[src/transposition_key_index_mapper_macros.svh]
// Assertion helpers for the key index mapper.
`ifndef TRANSPOSITION_KEY_INDEX_MAPPER_MACROS_SVH
`define TRANSPOSITION_KEY_INDEX_MAPPER_MACROS_SVH

// same-cycle implication
`define TKIM_CHK_NOW(lbl, ante, cons, msg) \
	lbl: assert property (@(posedge clk) disable iff (!arst_n) (ante) |-> (cons)) else $error(msg);

// next-cycle implication
`define TKIM_CHK_NEXT(lbl, ante, cons, msg) \
	lbl: assert property (@(posedge clk) disable iff (!arst_n) (ante) |=> (cons)) else $error(msg);

`endif

[src/tkim_pkg.sv]
package tkim_pkg;

	localparam int MAX_SIDE_DEF = 256;

	localparam int LEN_W  = 17;
	localparam int SEED_W = 31;
	localparam int IDX_W  = 16;
	localparam int OUT_W  = 17;
	localparam int REQ_W  = 2;
	localparam int STAT_W = 2;
	localparam int ADDR_W = 3;
	localparam int DATA_W = 32;
	localparam int MUL_W  = 15;

	localparam logic [SEED_W-1:0] LCG_MOD = 31'h7FFF_FFFF;
	localparam logic [MUL_W-1:0]  LCG_MUL = 15'd16807;

	localparam logic [REQ_W-1:0] REQ_BUILD = 2'd0;
	localparam logic [REQ_W-1:0] REQ_FWD   = 2'd1;
	localparam logic [REQ_W-1:0] REQ_INV   = 2'd2;

	localparam logic [STAT_W-1:0] ST_OK        = 2'd0;
	localparam logic [STAT_W-1:0] ST_RANGE     = 2'd1;
	localparam logic [STAT_W-1:0] ST_NOT_BUILT = 2'd2;

	localparam logic [ADDR_W-1:0] REG_FILE_LEN = 3'd0;
	localparam logic [ADDR_W-1:0] REG_SEED     = 3'd4;

	typedef enum logic [4:0] {
		S_IDLE, S_CHECK, S_SQRT, S_SIDE, S_INIT, S_SHCHK, S_LCG_MUL, S_LCG_RED,
		S_DIV_GO, S_DIV_WAIT, S_RD_A, S_RD_B, S_WR_A, S_WR_B, S_INV_RD, S_INV_WR,
		S_MAP_GO, S_MAP_WAIT, S_MAP_RD, S_MAP_MUL, S_DONE
	} state_t;

	typedef enum logic [4:0] {
		OP_NOP, OP_LOAD, OP_CHECK, OP_SQRT, OP_SIDE, OP_INIT, OP_NEXT_TAB,
		OP_LCG_MUL, OP_LCG_RED, OP_DIV_GO, OP_DIV_TAKE, OP_RD_A, OP_RD_B,
		OP_WR_A, OP_WR_B, OP_INV_START, OP_INV_RD, OP_INV_WR, OP_BUILT_RES,
		OP_MAP_GO, OP_MAP_RD, OP_MAP_MUL
	} dp_op_t;

	typedef struct packed {
		dp_op_t op;
		logic   push;
	} cmd_t;

	typedef struct packed {
		logic build_req;
		logic map_req;
		logic drop_req;
		logic built;
		logic result_bad;
		logic sqrt_more;
		logic cnt_lt_side;
		logic cnt_gt_one;
		logic tsel_col;
		logic div_done;
	} sts_t;

endpackage

[src/tkim_div.sv]
module tkim_div import tkim_pkg::*; #(
	parameter int DW = SEED_W,
	parameter int VW = 9
) (
	input  logic          clk,
	input  logic          arst_n,
	input  logic          start,
	input  logic [DW-1:0] dividend,
	input  logic [VW-1:0] divisor,
	output logic          done,
	output logic [DW-1:0] quot,
	output logic [VW-1:0] rem
);

	localparam int CNT_W = $clog2(DW + 1);

	logic [VW-1:0]    rem_q;
	logic [DW-1:0]    quo_q;
	logic [VW-1:0]    dsr_q;
	logic [CNT_W-1:0] cnt_q;
	logic             busy_q;
	logic             done_q;
	logic [VW:0]      trial;
	logic             fits;

	assign trial = {rem_q, quo_q[DW-1]};
	assign fits  = trial >= {1'b0, dsr_q};

	always_ff @(posedge clk or negedge arst_n) begin
		if (!arst_n) begin
			busy_q <= 1'b0;
			done_q <= 1'b0;
			cnt_q  <= '0;
		end else begin
			done_q <= 1'b0;
			if (start) begin
				busy_q <= 1'b1;
				cnt_q  <= CNT_W'(DW);
			end else if (busy_q) begin
				cnt_q <= cnt_q - 1'b1;
				if (cnt_q == CNT_W'(1)) begin
					busy_q <= 1'b0;
					done_q <= 1'b1;
				end
			end
		end
	end

	always_ff @(posedge clk) begin
		if (start) begin
			rem_q <= '0;
			quo_q <= dividend;
			dsr_q <= divisor;
		end else if (busy_q) begin
			rem_q <= fits ? VW'(trial - {1'b0, dsr_q}) : trial[VW-1:0];
			quo_q <= {quo_q[DW-2:0], fits};
		end
	end

	assign done = done_q;
	assign quot = quo_q;
	assign rem  = rem_q;

endmodule

[config.mk]
export PLATFORM = sky130hd
export DESIGN_NAME = tkim_div
export DESIGN_NICKNAME = d
export VERILOG_FILES = /design/src/transposition_key_index_mapper_macros.svh /design/src/tkim_pkg.sv /design/src/tkim_div.sv
export SDC_FILE = /design/constraint.sdc
export NUM_CORES = 1
export LEC_CHECK = 0
export CAP_MARGIN = 20
export CORE_UTILIZATION = 45
export CTS_CLUSTER_SIZE = 8
export DETAILED_ROUTE_END_ITERATION = 8
export DONT_BUFFER_PORTS = 1
export GPL_TIMING_DRIVEN = 1
export SLEW_MARGIN = 0
export SYNTH_ARGS = -nofsm -noshare
export SYNTH_HDL_FRONTEND = slang
export SYNTH_SLANG_ARGS = --single-unit
[constraint.sdc]
create_clock -name clk -period 4.4 [get_ports clk]
set_input_delay 0 -clock clk [delete_from_list [all_inputs] [get_ports clk]]
set_output_delay 0 -clock clk [all_outputs]
set_load 0.01 [all_outputs]
==> results.toml <==
[run_status]
status = "complete, but fails checks"
violations = "negative hold slack"

[run]
drv_cap = 0

[power]
sw_frac_of_total_pct = 35.0
vdd_drop_max_v = 0.000274
pwr-share-clk_pct = 18.9
cell_internal_pwr_uw = 1020
p_leak_uw = 0.00132
power_density_mw_per_mm2 = 465
pwr-share-comb_pct = 32.1
p_sw_uw = 548
seqPwrFrac_pct = 49.0

[worst_setup_path]
reg2regPathDepth = 9
cp.required_ns = 4.48
path_cells = "inv_1 -> ha_1 -> inv_1 -> fa_1 -> a211oi_4 -> o31ai_4 -> a211oi_4 -> inv_2 -> mux2_2"
path_class = "flip-flop to flip-flop"
start_kind = "flip-flop"
crit_path_end_kind = "flip-flop"
r2r_slack_ns = 1.48
reg2reg_to = "quot[0]"
crit_fanout = 13
arrival_ns = 3.00
slowest_delay_ns = 0.59
r2r_start = "quot[30]"
worst_path_max_delay_cell = "a211oi_4"

[yosys]
ys_types = 45
netlist.area_leader.share_pct = 42.7
synth-edff-count = 40
synth_cells = 206
synth_top_area_cell = "edfxtp_1"
syn-num-nets = 261
yosys.cell_count.top_type = "edfxtp_1"
async_reset_ff_share_pct = 12.5
synthFlopType = "edfxtp_1"
synth_seq_cells = 56
synth.area.top_cells = "edfxtp_1, mux2_2, dfxtp_1, dfrtp_1, ha_1"
netlist_area_mm2 = 0.00282
yosysWarnings = 0
yosysSeqAreaShare_pct = 55.3
avgSynthCellArea_um2 = 13.7
synth_common_cells = "edfxtp_1, mux2_2, inv_1"

[sta]
slew_viol_final = 0
tightest_slew_ns = 0.776
setup_violations = 0
setup-tns-final_ns = 0
layout_min_cycle_time_ns = 2.92
slew_headroom_pct = 48.3
finalClockSkew_ns = 0.0135
rsz0062_at_grt = "no"
finalHoldViolations = 5
hold_ws_ns = -0.00294
post-route-period-util_pct = 66.3
fmax_mhz = 343
fin_ws_ns = 1.48

[die]
io_pins = 84
dieWidth_um = 81.1
start_util_pct = 47.0
die_h_um = 81.1
die_area_mm2 = 0.00658
core_mm2 = 0.00599
fp-row-count = 28

[route]
drt-initial-drc-count = 100
wire_per_inst_um = 16.9
ant_nets = 0
drc_errors = 0
dr_total_vias = 1784
dr.pass1.iters = 4
via_per_inst = 5.52
finalWirelength_um = 5450

[global_route]
grt_pass1_wl_um = 8700
grt_overflow = 0
antenna_found_initial = 0
gr-usage-all-layers_pct = 17.7
grt_pass1_vias = 1829
grt_max_degree = 59

[placement]
port_buffers = 0
placed_area_mm2 = 0.00284
dp_worst_setup_slack_ns = 1.47
dp_hpwl_um = 3540
place.gp.congestion = 0.857

[final_layout]
nets = 302
final_util_pct = 56.3
diodes = 0
area_delta_synth_final_pct = 19.9
design_area_mm2 = 0.00337
drive_above_1_share_pct = 21.0

[hold_path]
min_path_type = "input pin to asynchronous set/reset pin"

[clock_tree]
cts_tree = "yes"
clk_latency_ns = 0.32
h-tree-depth = 2
clk_path_buf_depth = 2
numCtsBuffers = 5
cts-root-buf = "clkbuf_8"
postCtsSetupBuffers = 0
clock-sinks = 56
clkTransAtPathRegs_ns = 0.11
-- final cells by class --
type | count | area (µm²)
clock buffer | 5 | 68.8
clock inverter | 3 | 26.3
fill | 495 | 2620
inverter | 14 | 52.6
multi-input combinational | 128 | 1140
sequential | 56 | 1560
tap | 75 | 93.8
timing repair buffer | 42 | 438
-- routing by layer --
layer  wire, µm  track usage, %  vias to the layer above
li1           -               -                      843
met1       2240            21.1                      869
met2       2780            29.9                       62
met3        308            4.49                       10
met4        119            8.04                        0
met5          0               0                        -
-- placed cells by master, fill, tap and decap left out, types with 5 or more instances in the layout --
cell type,instances
ha_1,11
nor2_1,9
edfxtp_1,40
xor2_1,5
dlygate4sd3_1,41
nand2_1,6
mux2_2,31
nand2b_1,7
dfxtp_1,9
clkbuf_8,5
dfrtp_1,7
inv_1,13
xnor2_1,5
-- critical path: cells and delay by family (launching register included) --
kind | cells | cell delay, ns
adders and majority gates | 2 | 0.62
AOI/OAI and AO/OA | 3 | 1.03
muxes | 1 | 0.27
DFF | 1 | 0.47
buffers and inverters | 3 | 0.27
-- sequential cells by signal, summed over array words and instances, names as in the netlist --
name    cells
quot       31
dsr_q       9
rem         9
cnt_q       5
busy_q      1
done        1
-- power groups by stage --
stage | clock network [µW] | registers [µW] | logic (µW)
3_3_place_gp | 0 | 778 | 451
2_1_floorplan | 0 | 750 | 417
4_1_cts | 306 | 769 | 503
3_5_place_dp | 0 | 780 | 461
5_1_grt | 324 | 779 | 555
6_report | 297 | 768 | 503
-- logic make-up after synthesis --
family	Yosys count	share of synthesized area [%]
AOI/OAI and AO/OA	28	9.02
buffers and inverters	22	4.27
and+or+nand+nor	43	8.89
muxes	35	13.8
adders and majority gates	12	5.60
DFF	56	55.3
xor gates and xnor gates	10	3.11
-- repair_timing --
item	4_1_cts	5_1_grt
hold buffers	42	0
gates resized for setup	0	0
endpoints found under the hold margin	72	0
-- how the worst max path moves through the flow --
stage / from / to / slack, ns
finish: quot[30] / quot[0] / 1.48
global route: quot[30] / quot[0] / 1.31
CTS: quot[30] / quot[0] / 1.48
detailed placement: quot[30] / quot[0] / 1.47
global placement: quot[30] / quot[0] / 1.51
floorplan: quot[30] / quot[0] / 1.82
-- per-stage QoR --
step	power [µW]	hold slack (ns)	cells
final	1570	-0.00294	323
after global routing	1660	0.0120	323
after CTS	1580	0.00509	323
after detailed placement	1240	-0.295	273
after global placement	1230	-0.295	273
after floorplan	1170	-0.296	206
(Power assumes the default switching activity.)
