File: src/transposition_key_index_mapper_macros.svh
// Assertion helpers for the key index mapper.
`ifndef TRANSPOSITION_KEY_INDEX_MAPPER_MACROS_SVH
`define TRANSPOSITION_KEY_INDEX_MAPPER_MACROS_SVH

// same-cycle implication
`define TKIM_CHK_NOW(lbl, ante, cons, msg) \
	lbl: assert property (@(posedge clk) disable iff (!arst_n) (ante) |-> (cons)) else $error(msg);

// next-cycle implication
`define TKIM_CHK_NEXT(lbl, ante, cons, msg) \
	lbl: assert property (@(posedge clk) disable iff (!arst_n) (ante) |=> (cons)) else $error(msg);

`endif

File: src/tkim_pkg.sv
package tkim_pkg;

	localparam int MAX_SIDE_DEF = 256;

	localparam int LEN_W  = 17;
	localparam int SEED_W = 31;
	localparam int IDX_W  = 16;
	localparam int OUT_W  = 17;
	localparam int REQ_W  = 2;
	localparam int STAT_W = 2;
	localparam int ADDR_W = 3;
	localparam int DATA_W = 32;
	localparam int MUL_W  = 15;

	localparam logic [SEED_W-1:0] LCG_MOD = 31'h7FFF_FFFF;
	localparam logic [MUL_W-1:0]  LCG_MUL = 15'd16807;

	localparam logic [REQ_W-1:0] REQ_BUILD = 2'd0;
	localparam logic [REQ_W-1:0] REQ_FWD   = 2'd1;
	localparam logic [REQ_W-1:0] REQ_INV   = 2'd2;

	localparam logic [STAT_W-1:0] ST_OK        = 2'd0;
	localparam logic [STAT_W-1:0] ST_RANGE     = 2'd1;
	localparam logic [STAT_W-1:0] ST_NOT_BUILT = 2'd2;

	localparam logic [ADDR_W-1:0] REG_FILE_LEN = 3'd0;
	localparam logic [ADDR_W-1:0] REG_SEED     = 3'd4;

	typedef enum logic [4:0] {
		S_IDLE, S_CHECK, S_SQRT, S_SIDE, S_INIT, S_SHCHK, S_LCG_MUL, S_LCG_RED,
		S_DIV_GO, S_DIV_WAIT, S_RD_A, S_RD_B, S_WR_A, S_WR_B, S_INV_RD, S_INV_WR,
		S_MAP_GO, S_MAP_WAIT, S_MAP_RD, S_MAP_MUL, S_DONE
	} state_t;

	typedef enum logic [4:0] {
		OP_NOP, OP_LOAD, OP_CHECK, OP_SQRT, OP_SIDE, OP_INIT, OP_NEXT_TAB,
		OP_LCG_MUL, OP_LCG_RED, OP_DIV_GO, OP_DIV_TAKE, OP_RD_A, OP_RD_B,
		OP_WR_A, OP_WR_B, OP_INV_START, OP_INV_RD, OP_INV_WR, OP_BUILT_RES,
		OP_MAP_GO, OP_MAP_RD, OP_MAP_MUL
	} dp_op_t;

	typedef struct packed {
		dp_op_t op;
		logic   push;
	} cmd_t;

	typedef struct packed {
		logic build_req;
		logic map_req;
		logic drop_req;
		logic built;
		logic result_bad;
		logic sqrt_more;
		logic cnt_lt_side;
		logic cnt_gt_one;
		logic tsel_col;
		logic div_done;
	} sts_t;

endpackage

File: src/tkim_ctrl.sv
module tkim_ctrl import tkim_pkg::*; (
	input  logic clk,
	input  logic arst_n,
	input  logic in_valid,
	output logic in_ready,
	output logic out_valid,
	input  logic out_ready,
	input  sts_t sts,
	output cmd_t cmd
);

	state_t state_q, state_d;
	logic   out_valid_q;
	logic   slot_free;

	assign slot_free = !out_valid_q || out_ready;

	always_ff @(posedge clk or negedge arst_n) begin
		if (!arst_n) begin
			state_q     <= S_IDLE;
			out_valid_q <= 1'b0;
		end else begin
			state_q <= state_d;
			if (cmd.push)
				out_valid_q <= 1'b1;
			else if (out_ready)
				out_valid_q <= 1'b0;
		end
	end

	always_comb begin
		state_d = state_q;
		case (state_q)
			S_IDLE:     if (in_valid) state_d = S_CHECK;
			S_CHECK: begin
				if (sts.drop_req)
					state_d = S_IDLE;
				else if (sts.build_req)
					state_d = S_SQRT;
				else if (sts.result_bad)
					state_d = S_DONE;
				else
					state_d = S_MAP_GO;
			end
			S_SQRT:     if (!sts.sqrt_more) state_d = S_SIDE;
			S_SIDE:     state_d = S_INIT;
			S_INIT:     if (!sts.cnt_lt_side) state_d = S_SHCHK;
			S_SHCHK: begin
				if (sts.cnt_gt_one)
					state_d = S_LCG_MUL;
				else if (!sts.tsel_col)
					state_d = S_INIT;
				else
					state_d = S_INV_RD;
			end
			S_LCG_MUL:  state_d = S_LCG_RED;
			S_LCG_RED:  state_d = S_DIV_GO;
			S_DIV_GO:   state_d = S_DIV_WAIT;
			S_DIV_WAIT: if (sts.div_done) state_d = S_RD_A;
			S_RD_A:     state_d = S_RD_B;
			S_RD_B:     state_d = S_WR_A;
			S_WR_A:     state_d = S_WR_B;
			S_WR_B:     state_d = S_SHCHK;
			S_INV_RD:   state_d = sts.cnt_lt_side ? S_INV_WR : S_DONE;
			S_INV_WR:   state_d = S_INV_RD;
			S_MAP_GO:   state_d = S_MAP_WAIT;
			S_MAP_WAIT: if (sts.div_done) state_d = S_MAP_RD;
			S_MAP_RD:   state_d = S_MAP_MUL;
			S_MAP_MUL:  state_d = S_DONE;
			S_DONE:     if (slot_free) state_d = S_IDLE;
			default:    state_d = S_IDLE;
		endcase
	end

	always_comb begin
		cmd.op   = OP_NOP;
		cmd.push = 1'b0;
		case (state_q)
			S_IDLE:     if (in_valid) cmd.op = OP_LOAD;
			S_CHECK:    cmd.op = OP_CHECK;
			S_SQRT:     cmd.op = OP_SQRT;
			S_SIDE:     cmd.op = OP_SIDE;
			S_INIT:     cmd.op = OP_INIT;
			S_SHCHK: begin
				if (!sts.cnt_gt_one)
					cmd.op = sts.tsel_col ? OP_INV_START : OP_NEXT_TAB;
			end
			S_LCG_MUL:  cmd.op = OP_LCG_MUL;
			S_LCG_RED:  cmd.op = OP_LCG_RED;
			S_DIV_GO:   cmd.op = OP_DIV_GO;
			S_DIV_WAIT: if (sts.div_done) cmd.op = OP_DIV_TAKE;
			S_RD_A:     cmd.op = OP_RD_A;
			S_RD_B:     cmd.op = OP_RD_B;
			S_WR_A:     cmd.op = OP_WR_A;
			S_WR_B:     cmd.op = OP_WR_B;
			S_INV_RD:   cmd.op = sts.cnt_lt_side ? OP_INV_RD : OP_BUILT_RES;
			S_INV_WR:   cmd.op = OP_INV_WR;
			S_MAP_GO:   cmd.op = OP_MAP_GO;
			S_MAP_RD:   cmd.op = OP_MAP_RD;
			S_MAP_MUL:  cmd.op = OP_MAP_MUL;
			S_DONE:     cmd.push = slot_free;
			default:    cmd.op = OP_NOP;
		endcase
	end

	assign in_ready  = (state_q == S_IDLE);
	assign out_valid = out_valid_q;

endmodule

File: config.mk
export PLATFORM = sky130hd
export DESIGN_NAME = tkim_ctrl
export DESIGN_NICKNAME = d
export VERILOG_FILES = /design/src/transposition_key_index_mapper_macros.svh /design/src/tkim_pkg.sv /design/src/tkim_ctrl.sv
export SDC_FILE = /design/constraint.sdc
export NUM_CORES = 1
export LEC_CHECK = 0
export ABC_AREA = 1
export BUFFER_PORTS_ARGS = -buffer_cell sky130_fd_sc_hd__buf_2
export CAP_MARGIN = 20
export CORE_UTILIZATION = 30
export DETAILED_ROUTE_END_ITERATION = 10
export GPL_TIMING_DRIVEN = 0
export PLACE_DENSITY_LB_ADDON = 0.05
export SLEW_MARGIN = 20
export SYNTH_ARGS = -nofsm -noshare
export SYNTH_HDL_FRONTEND = slang
export SYNTH_SLANG_ARGS = --single-unit
export TNS_END_PERCENT = 1
File: constraint.sdc
create_clock -name clk -period 2.8 [get_ports clk]
set_clock_uncertainty 0.2 [all_clocks]
set_input_delay 0.56 -clock clk [delete_from_list [all_inputs] [get_ports clk]]
set_output_delay 0.56 -clock clk [all_outputs]
set_load 0.005 [all_outputs]
==> results.toml, run 1 <==
[drt]
vias_per_cell = 4.871
drcViolationCount = 0
drtPass1Iterations = 4
antenna_left = 0
wl_mm = 2.387
vias = 984
drt_iter0_drc = 34
wl_per_cell_um = 11.82

[sta]
fmax_ghz = 0.3944
slew_headroom_pct = 76.83
rsz0062_at_grt = "no"
tightest_slew_ps = 347.1
fin_crit_ps = 2536
finalHoldViolations = 0
tns_ps = 0
period_share_pct = 90.56
setup_viol = 0
slew_viol_final = 0
hold_slack_ps = 323.6

[worst_hold_path]
worstHoldStart = "out_ready"
worstHoldPathType = "in2reg"
min_path_cells = 2
whs_endpoint = "out_valid"

[power]
power_mw = 0.8589
vdd_ir_drop_max_v = 0.0004284
p_leak_nw = 0.6100
power.density_mw_per_mm2 = 859.1

[synth]
yosys.area.top_type = "nand2_1"
synth-edff-count = 0
synth-warning-count = 0
ys_ff_latch = 6
syn_inst = 149
syn_nets = 163
synth_area_um2 = 834.6
yosys_most_used_dff = "dfrtp_1"
synth_top_area_share_pct = 20.69
avgSynthCellArea_um2 = 5.601
synth_seq_area_share_pct = 17.99
synth_area_leaders = "nand2_1, dfrtp_1, nor2_1"
synth_cell_types = 19
yosysMostFrequentCell = "nand2_1"
synthArstFlopShare_pct = 100.0
synth_common_cells = "nand2_1, nor2_1, inv_1"

[die]
die_area_mm2 = 0.002997
fp.dieW_um = 54.75
design.core.area_mm2 = 0.002545
num_io_pins = 22
initial_core_util_pct = 32.79
dieHeight_um = 54.75
rows = 18

[job]
maxCapViolCount = 0

[layout]
area_growth_pct = 19.79
fillers = 300
final_layout_size_suffix_gt1_share_pct = 27.33
multiInputGateArea_um2 = 564.3
num_antenna_cells = 0
fin_nets = 188
regArea_um2 = 150.1
fin_area_um2 = 999.7

[global_routing]
grt_pass1_vias = 878
grt_pass1_wl_mm = 3.905
grt_max_degree = 11
antenna_found_initial = 0
grt_usage_pct = 18.97
grt-ovfl-total = 0

[clock_tree]
clk_path_buf_depth = 2
post_cts_buffers = 0
cts_resized = 0
numCtsBuffers = 3
cts_hold_buf = 1
cts-root-buf = "clkbuf_4"
cts.clk_slew.worst_paths_ps = 40
clock-sinks = 6
cts_tree = "yes"
insertion_delay_ps = 240
htreeDepth = 1

[worst_setup_path]
rr_worst_depth = 7
cp.required_ps = 2040
regToRegSetupSlack_ps = 1090
crit_type = "reg2out"
critPathCaptureType = "output pin"
critPathLaunchType = "flip-flop"
reg2reg_from = "state_q[3]"
worstPathArrival_ps = 1780
r2r-end = "state_q[3]"
worstPathMaxFanout = 6

[placed_design]
postPlaceCellArea_um2 = 967.2
hpwl_mm = 1.990
place.gp.congestion = 0.8221
portBuffers = 19

[outcome]
status = "complete, no violations"
## layout make-up
type | instances | area share, %
buffer | 3 | 3.379
clock buffer | 3 | 2.253
inverter | 23 | 8.636
multi-input combinational | 117 | 56.45
sequential | 6 | 15.02
tap | 30 | 3.755
timing repair buffer | 20 | 10.51
## where the power goes
part           internal, mW  switching, mW  total, mW
clock network        0.0483         0.0283     0.0766
registers             0.116         0.0276      0.144
logic                 0.231          0.408      0.639
total                 0.395          0.464      0.859
## sequential cells by signal, summed over array words and instances (netlist names)
signal / count
out_valid: 1
state_q: 5
## layout by cell type, fill, tap and decap left out
| master | n |
|---|---|
| inv_1 | 17 |
| nor2_1 | 23 |
| a21oi_1 | 1 |
| nand3_1 | 14 |
| clkbuf_4 | 3 |
| nand3_2 | 2 |
| dfrtp_1 | 6 |
| nand2_4 | 2 |
| buf_2 | 19 |
| nor3_4 | 1 |
| nand2_1 | 46 |
| buf_6 | 3 |
| or2_2 | 1 |
| o211ai_1 | 2 |
| nand4_1 | 8 |
| nor2_2 | 6 |
| nand2_2 | 4 |
| o21ai_1 | 2 |
| o21ai_0 | 4 |
| dlygate4sd3_1 | 1 |
| inv_2 | 6 |
| nor3b_1 | 1 |
## per-layer routing
layer,vias up,global-route usage [%],share of wire [%]
met5,-,0,0
met4,0,4.274,0.96
met3,2,6.111,6.2
met2,37,29.32,42
met1,423,25.29,50
li1,522,-,-
## critical path: stages, from the launching register on
cell and delay [ps]:
dfrtp_1 450, inv_2 160, nand2_1 90, nor2_1 200
nand2_1 100, nor2_1 240, nor2_1 100, nand3_1 80
buf_2 120
## logic make-up after synthesis
family	after synthesis	share of synthesized area [%]
and+or+nand+nor	108	61.62
AOI/OAI and AO/OA	9	5.996
buffers and inverters	26	14.39
DFF	6	17.99
## how the worst max path moves through the flow
stage	start	endpoint	slack (ps)	depth (start not counted)
CTS	state_q[3]	cmd[1]	280	8
floorplan	state_q[3]	cmd[4]	890	7
finish	state_q[3]	cmd[1]	260	8
detailed placement	state_q[3]	cmd[1]	550	8
global placement	state_q[3]	cmd[1]	550	8
global route	state_q[3]	cmd[1]	130	8
## through the flow
step / cells / utilization (%) / setup slack, ps
2_1_floorplan: 149 / - / 890.6
3_3_place_gp: 198 / 38.00 / 552.3
3_5_place_dp: 198 / 38.00 / 550.8
4_1_cts: 202 / 39.28 / 279.8
5_1_grt: 202 / 39.28 / 133.9
6_report: 202 / 39.28 / 264.3
No activity file was read; power rests on OpenSTA's default activity.
==> run 2: changes to the inputs <==
--- a/config.mk
+++ b/config.mk
@@ -8,10 +8,12 @@
 export ABC_AREA = 1
 export BUFFER_PORTS_ARGS = -buffer_cell sky130_fd_sc_hd__buf_2
 export CAP_MARGIN = 20
+export CORE_MARGIN = 5
 export CORE_UTILIZATION = 30
 export DETAILED_ROUTE_END_ITERATION = 10
 export GPL_TIMING_DRIVEN = 0
 export PLACE_DENSITY_LB_ADDON = 0.05
+export SETUP_SLACK_MARGIN = 0.3
 export SLEW_MARGIN = 20
 export SYNTH_ARGS = -nofsm -noshare
 export SYNTH_HDL_FRONTEND = slang
==> run 2 against run 1 <==
Net effect:
- worst setup slack better by 170 ps
- sequential cell count unchanged
- critical path depth down 1
- critical path type unchanged
- highest routed layer unchanged
==> results.toml, run 2 (synthesis results as in run 1) <==
[outcome]
status = "complete, no violations"

[global_routing]
antenna_found_initial = 0
grt_usage_pct = 13.44
grt_pass1_wl_mm = 4.333
grt_pass1_vias = 913
grt_max_degree = 11
grt-ovfl-total = 0

[worst_hold_path]
worstHoldPathType = "in2reg"

[worst_setup_path]
worstPathArrival_ps = 1600
cp.required_ps = 2040
crit_type = "reg2out"
critPathLaunchType = "flip-flop"
worstPathMaxFanout = 10
critPathCaptureType = "output pin"

[drt]
wl_per_cell_um = 12.72
wl_mm = 2.608
vias = 985
vias_per_cell = 4.805
drt_iter0_drc = 41
antenna_left = 0
drtPass1Iterations = 5
drcViolationCount = 0

[layout]
num_antenna_cells = 0
area_growth_pct = 23.39
fillers = 327
multiInputGateArea_um2 = 575.6
top_register = "state_q"
stdcell_count = 205
fin_nets = 190
final_common_cell = "nand2_1"
layout_common_cells = "nand2_1, nor2_1, buf_2, inv_1, nand3_1"
final_layout_size_suffix_gt1_share_pct = 31.61
largest_reg_flops = 5
regArea_um2 = 152.6

[power]
power.density_mw_per_mm2 = 864.8
p_leak_nw = 0.6171
vdd_ir_drop_max_v = 0.0003487

[sta]
rsz0062_at_grt = "no"
slew_headroom_pct = 76.66
fin_crit_ps = 2362
setup_viol = 0
slew_viol_final = 0
period_share_pct = 84.34
tns_ps = 0
fmax_ghz = 0.4234
tightest_slew_ps = 349.7
finalHoldViolations = 0

[clock_tree]
cts-root-buf = "clkbuf_4"
clk_path_buf_depth = 2
htreeDepth = 1
cts.clk_slew.worst_paths_ps = 50
insertion_delay_ps = 240
cts_tree = "yes"
numCtsBuffers = 3
clock-sinks = 6

[die]
design.core.area_mm2 = 0.002710
rows = 19
num_io_pins = 22
initial_core_util_pct = 30.79
die_area_mm2 = 0.003937
dieHeight_um = 62.75
fp.dieW_um = 62.75

[placed_design]
place.gp.congestion = 0.8495
portBuffers = 19
place_inst = 199
hpwl_mm = 2.136

[job]
maxCapViolCount = 0
[run 2: cell count changes in the layout (fill, tap and decap cells not counted), sizes merged]
cell / delta
buf: +2
[run 2: layout make-up]
class | count | area share, %
well taps | 31 | 3.767
inverters | 23 | 8.384
plain buffers | 3 | 3.281
clock buffers | 3 | 2.187
repair buffers | 22 | 11.66
multi-input cells | 117 | 55.89
flip-flops and latches | 6 | 14.82
[run 2: final timing paths]
path,cells after the start,slack [ps],endpoint,from
max,7,440,cmd[2],state_q[4]
min,2,320,out_valid,out_ready
max reg2reg,11,1130,state_q[2],state_q[3]
min reg2reg,2,370,out_valid,out_valid
max in group asynchronous,2,1780,state_q[1],arst_n
min in group asynchronous,2,470,out_valid,arst_n
[run 2: where the power goes]
| group | switching (mW) | total, mW | internal (mW) |
|---|---|---|---|
| Combinational | 0.423 | 0.664 | 0.241 |
| Sequential | 0.0290 | 0.147 | 0.118 |
| Clock | 0.0312 | 0.0797 | 0.0485 |
[run 2: metal layers]
metal	global-route usage, %	up-vias	routed length, µm
met2	20.73	23	1203
met4	3.979	0	12
met5	0	-	0
met3	1.978	2	114
li1	-	519	-
met1	19.18	441	1278
[run 2: metrics by stage]
step	total power [mW]	worst slack [ps]	utilization (%)	area (µm²)	hold WS [ps]
finish	0.8906	438.3	38.00	1030	315.9
global route	0.9882	300.2	38.00	1030	340.5
CTS	0.8798	345.7	37.03	1003	310.4
detailed placement	0.7914	577.4	35.73	968.4	193.1
global placement	0.7995	549.0	35.73	968.4	190.8
floorplan	0.6041	890.6	-	834.6	64.41
[run 2: worst max-delay path: stages (launching register included)]
cell and delay [ps]:
dfrtp_1 370, buf_6 150, nor3_4 330, nand2_2 110
o21ai_1 140, nor2_1 80, nand4_1 70, buf_2 110
[run 2: what timing repair did]
item                                    in CTS  in global routing
endpoints found under the hold margin        6                  0
setup buffers                                0                  2
gates resized for setup                      1                  5
hold buffers                                 1                  0
endpoints found under the setup margin       1                  4
==> run 3: changes to the inputs <==
--- a/config.mk
+++ b/config.mk
@@ -5,7 +5,7 @@
 export SDC_FILE = /design/constraint.sdc
 export NUM_CORES = 1
 export LEC_CHECK = 0
-export ABC_AREA = 1
+export ABC_AREA = 0
 export BUFFER_PORTS_ARGS = -buffer_cell sky130_fd_sc_hd__buf_2
 export CAP_MARGIN = 20
 export CORE_MARGIN = 5
==> constraint.sdc (replaced) <==
create_clock -name clk -period 2.2 [get_ports clk]
set_clock_uncertainty 0.2 [all_clocks]
set_input_delay 0.44 -clock clk [delete_from_list [all_inputs] [get_ports clk]]
set_output_delay 0.44 -clock clk [all_outputs]
set_load 0.005 [all_outputs]
==> run 3 against run 2 <==
Net effect:
- the run now ends with negative setup slack left
- design area up 12%
- highest routed layer unchanged
- critical path type unchanged
- sequential power rose by 27%
- hold slack worse by 120 ps
- final cell count shrank 19%
==> results.toml, run 3 <==
[outcome]
status = "finished, violations left"
violations = "negative setup slack"

[clock_tree]
insertion_delay_ps = 240
cts_tree = "yes"
cts-root-buf = "clkbuf_4"
clock-sinks = 6
clk_path_buf_depth = 2
numCtsBuffers = 3
htreeDepth = 1
cts.clk_slew.worst_paths_ps = 40

[global_routing]
antenna_found_initial = 0
use_met1_pct = 20.46
grt_usage_pct = 16.75
grt_pass1_vias = 920
grt_most_used_layer = "met2"
grt_pass1_wl_mm = 4.471
grt_max_degree = 11
met3_usage_pct = 2.766
grt-ovfl-total = 0
grtUsageMet2_pct = 27.16

[die]
design.core.area_mm2 = 0.002455
dieHeight_um = 60.48
fp.dieW_um = 60.48
rows = 18
initial_core_util_pct = 31.14
num_io_pins = 22
die_area_mm2 = 0.003658

[synth]
syn_inst = 108
synth_area_um2 = 764.5
synthArstFlopShare_pct = 100.0
synth-warning-count = 0
yosys_most_used_dff = "dfrtp_1"
synth-edff-count = 0
avgSynthCellArea_um2 = 7.079
synth_seq_area_share_pct = 19.64
synth_common_cells = "nor2_1, a21oi_1, o21ai_0"
yosys.area.top_type = "dfrtp_1"
synth_top_area_share_pct = 19.64
syn_nets = 122
ys_ff_latch = 6
synth_area_leaders = "dfrtp_1, a21oi_1, o21ai_0"
yosysMostFrequentCell = "nor2_1"
synth_cell_types = 39

[worst_setup_path]
cp-startpoint = "state_q[2]"
crit_path_top_delay_cell = "dfrtp_1"
crit_chain = "buf_6 -> buf_6 -> o31ai_4 -> a211oi_2 -> a31o_2 -> buf_2"
max_stage_delay_ps = 390
cp_common_cell = "buf_6"
crit_type = "reg2out"
worstPathArrival_ps = 1630
cp.required_ps = 1560
critPathCaptureType = "output pin"
reg2reg_from = "state_q[4]"
critPathLaunchType = "flip-flop"
cp.buffers_inverters = 3
path_delay_family = "compound AO/OA/AOI/OAI gates"
cp.depth = 6
rr_worst_depth = 4
worstPathMaxFanout = 10

[drt]
drcViolationCount = 0
antenna_left = 0
wl_per_cell_um = 16.19
wl_mm = 2.703
vias_per_cell = 5.725
drt_iter0_drc = 40
drtPass1Iterations = 4
vias = 956

[sta]
tightest_slew_ps = 476.6
setup_slack_ps = -72.30
period_share_pct = 103.3
finalHoldViolations = 0
tns_ps = -110.3
slew_headroom_pct = 68.16
fin_crit_ps = 2272
setup_viol = 2
slew_viol_final = 0
fmax_ghz = 0.4401
rsz0062_at_grt = "yes"

[placed_design]
portBuffers = 19
postPlaceCellArea_um2 = 897.1
pre_cts_slack_ps = 36.05
hpwl_mm = 1.847
place_inst = 157
place.gp.congestion = 0.8034

[layout]
largest_reg_flops = 5
fillers = 253
top_register = "state_q"
final_common_cell = "buf_2"
stdcell_count = 167
layout_common_cells = "buf_2, nor2_1, a21oi_1"
num_antenna_cells = 0
fin_nets = 153
area_growth_pct = 51.06
final_layout_size_suffix_gt1_share_pct = 43.80
final_core_util_pct = 47.04
fin_area_mm2 = 0.001155

[power]
switching_share_pct = 46.55
internal-power_mw = 0.9249
clkPwrFrac_pct = 5.9
p_sw_mw = 0.8053
power.density_mw_per_mm2 = 1498
power.combinational.fraction_pct = 83.3
p_leak_nw = 0.5015
vdd_ir_drop_max_v = 0.0007227
p_seq_share_pct = 10.8

[worst_hold_path]
worstHoldPathType = "in2reg"
min_path_cells = 2
worstHoldStart = "out_ready"

[job]
maxCapViolCount = 0
[run 3: worst reg2reg max path: stages (launching register included)]
cell	delay [ps]
dfrtp_1	370
buf_6	140
or3_1	440
o21ai_2	260
mux2_4	320
[run 3: cell type report]
| class | instances | area, µm² | area share, % |
|---|---|---|---|
| repair buffers | 26 | 173.9 | 15.06 |
| flip-flops and latches | 6 | 150.1 | 13.00 |
| plain buffers | 12 | 150.1 | 13.00 |
| clock buffers | 3 | 22.52 | 1.950 |
| inverters | 2 | 7.507 | 0.6501 |
| well taps | 30 | 37.54 | 3.250 |
| multi-input cells | 88 | 613.1 | 53.09 |
[run 3: kinds of logic (layout without fill, tap and decap cells)]
kind of cell              count (synthesis)  after routing  share of synthesized area [%]
DFF                                       6              6                          19.64
xor gates and xnor gates                  1              1                          1.146
and+or+nand+nor                          47             47                          32.57
AOI/OAI and AO/OA                        38             38                          33.06
buffers and inverters                    14             43                          9.658
muxes                                     2              2                          3.928
[run 3: path summary, 6_finish.rpt]
path	slack (ps)	to
worst max register to register	350	state_q[4]
max in group asynchronous	1310	state_q[3]
min in group asynchronous	340	out_valid
worst max-delay path	-70	cmd[2]
worst min register to register	360	out_valid
worst min-delay path	190	out_valid
[run 3: power groups by stage]
stage	combinational (mW)	clock [mW]	sequential (mW)
2_1_floorplan	0.768	0	0.177
3_3_place_gp	1.06	0	0.182
3_5_place_dp	1.05	0	0.183
4_1_cts	1.39	0.107	0.184
5_1_grt	1.56	0.112	0.190
6_report	1.44	0.102	0.186
[run 3: per-layer routing]
layer | wire [µm] | vias up
met1 | 1182 | 456
met4 | 97 | 0
met2 | 1269 | 32
met5 | 0 | -
met3 | 154 | 10
li1 | - | 458
[run 3: what timing repair did]
item / in CTS / in global routing
gates cloned: 2 / 0
endpoints found under the setup margin: 8 / 8
pin swaps: 5 / 1
hold endpoints to repair: 6 / 0
hold buffers: 1 / 0
resized for setup: 40 / 8
setup buffers: 4 / 0
[run 3: per-stage QoR]
stage	hold slack (ps)	power, mW
2_1_floorplan	-55.59	0.9447
3_3_place_gp	73.68	1.241
3_5_place_dp	73.71	1.234
4_1_cts	189.7	1.679
5_1_grt	218.4	1.863
6_report	191.9	1.730
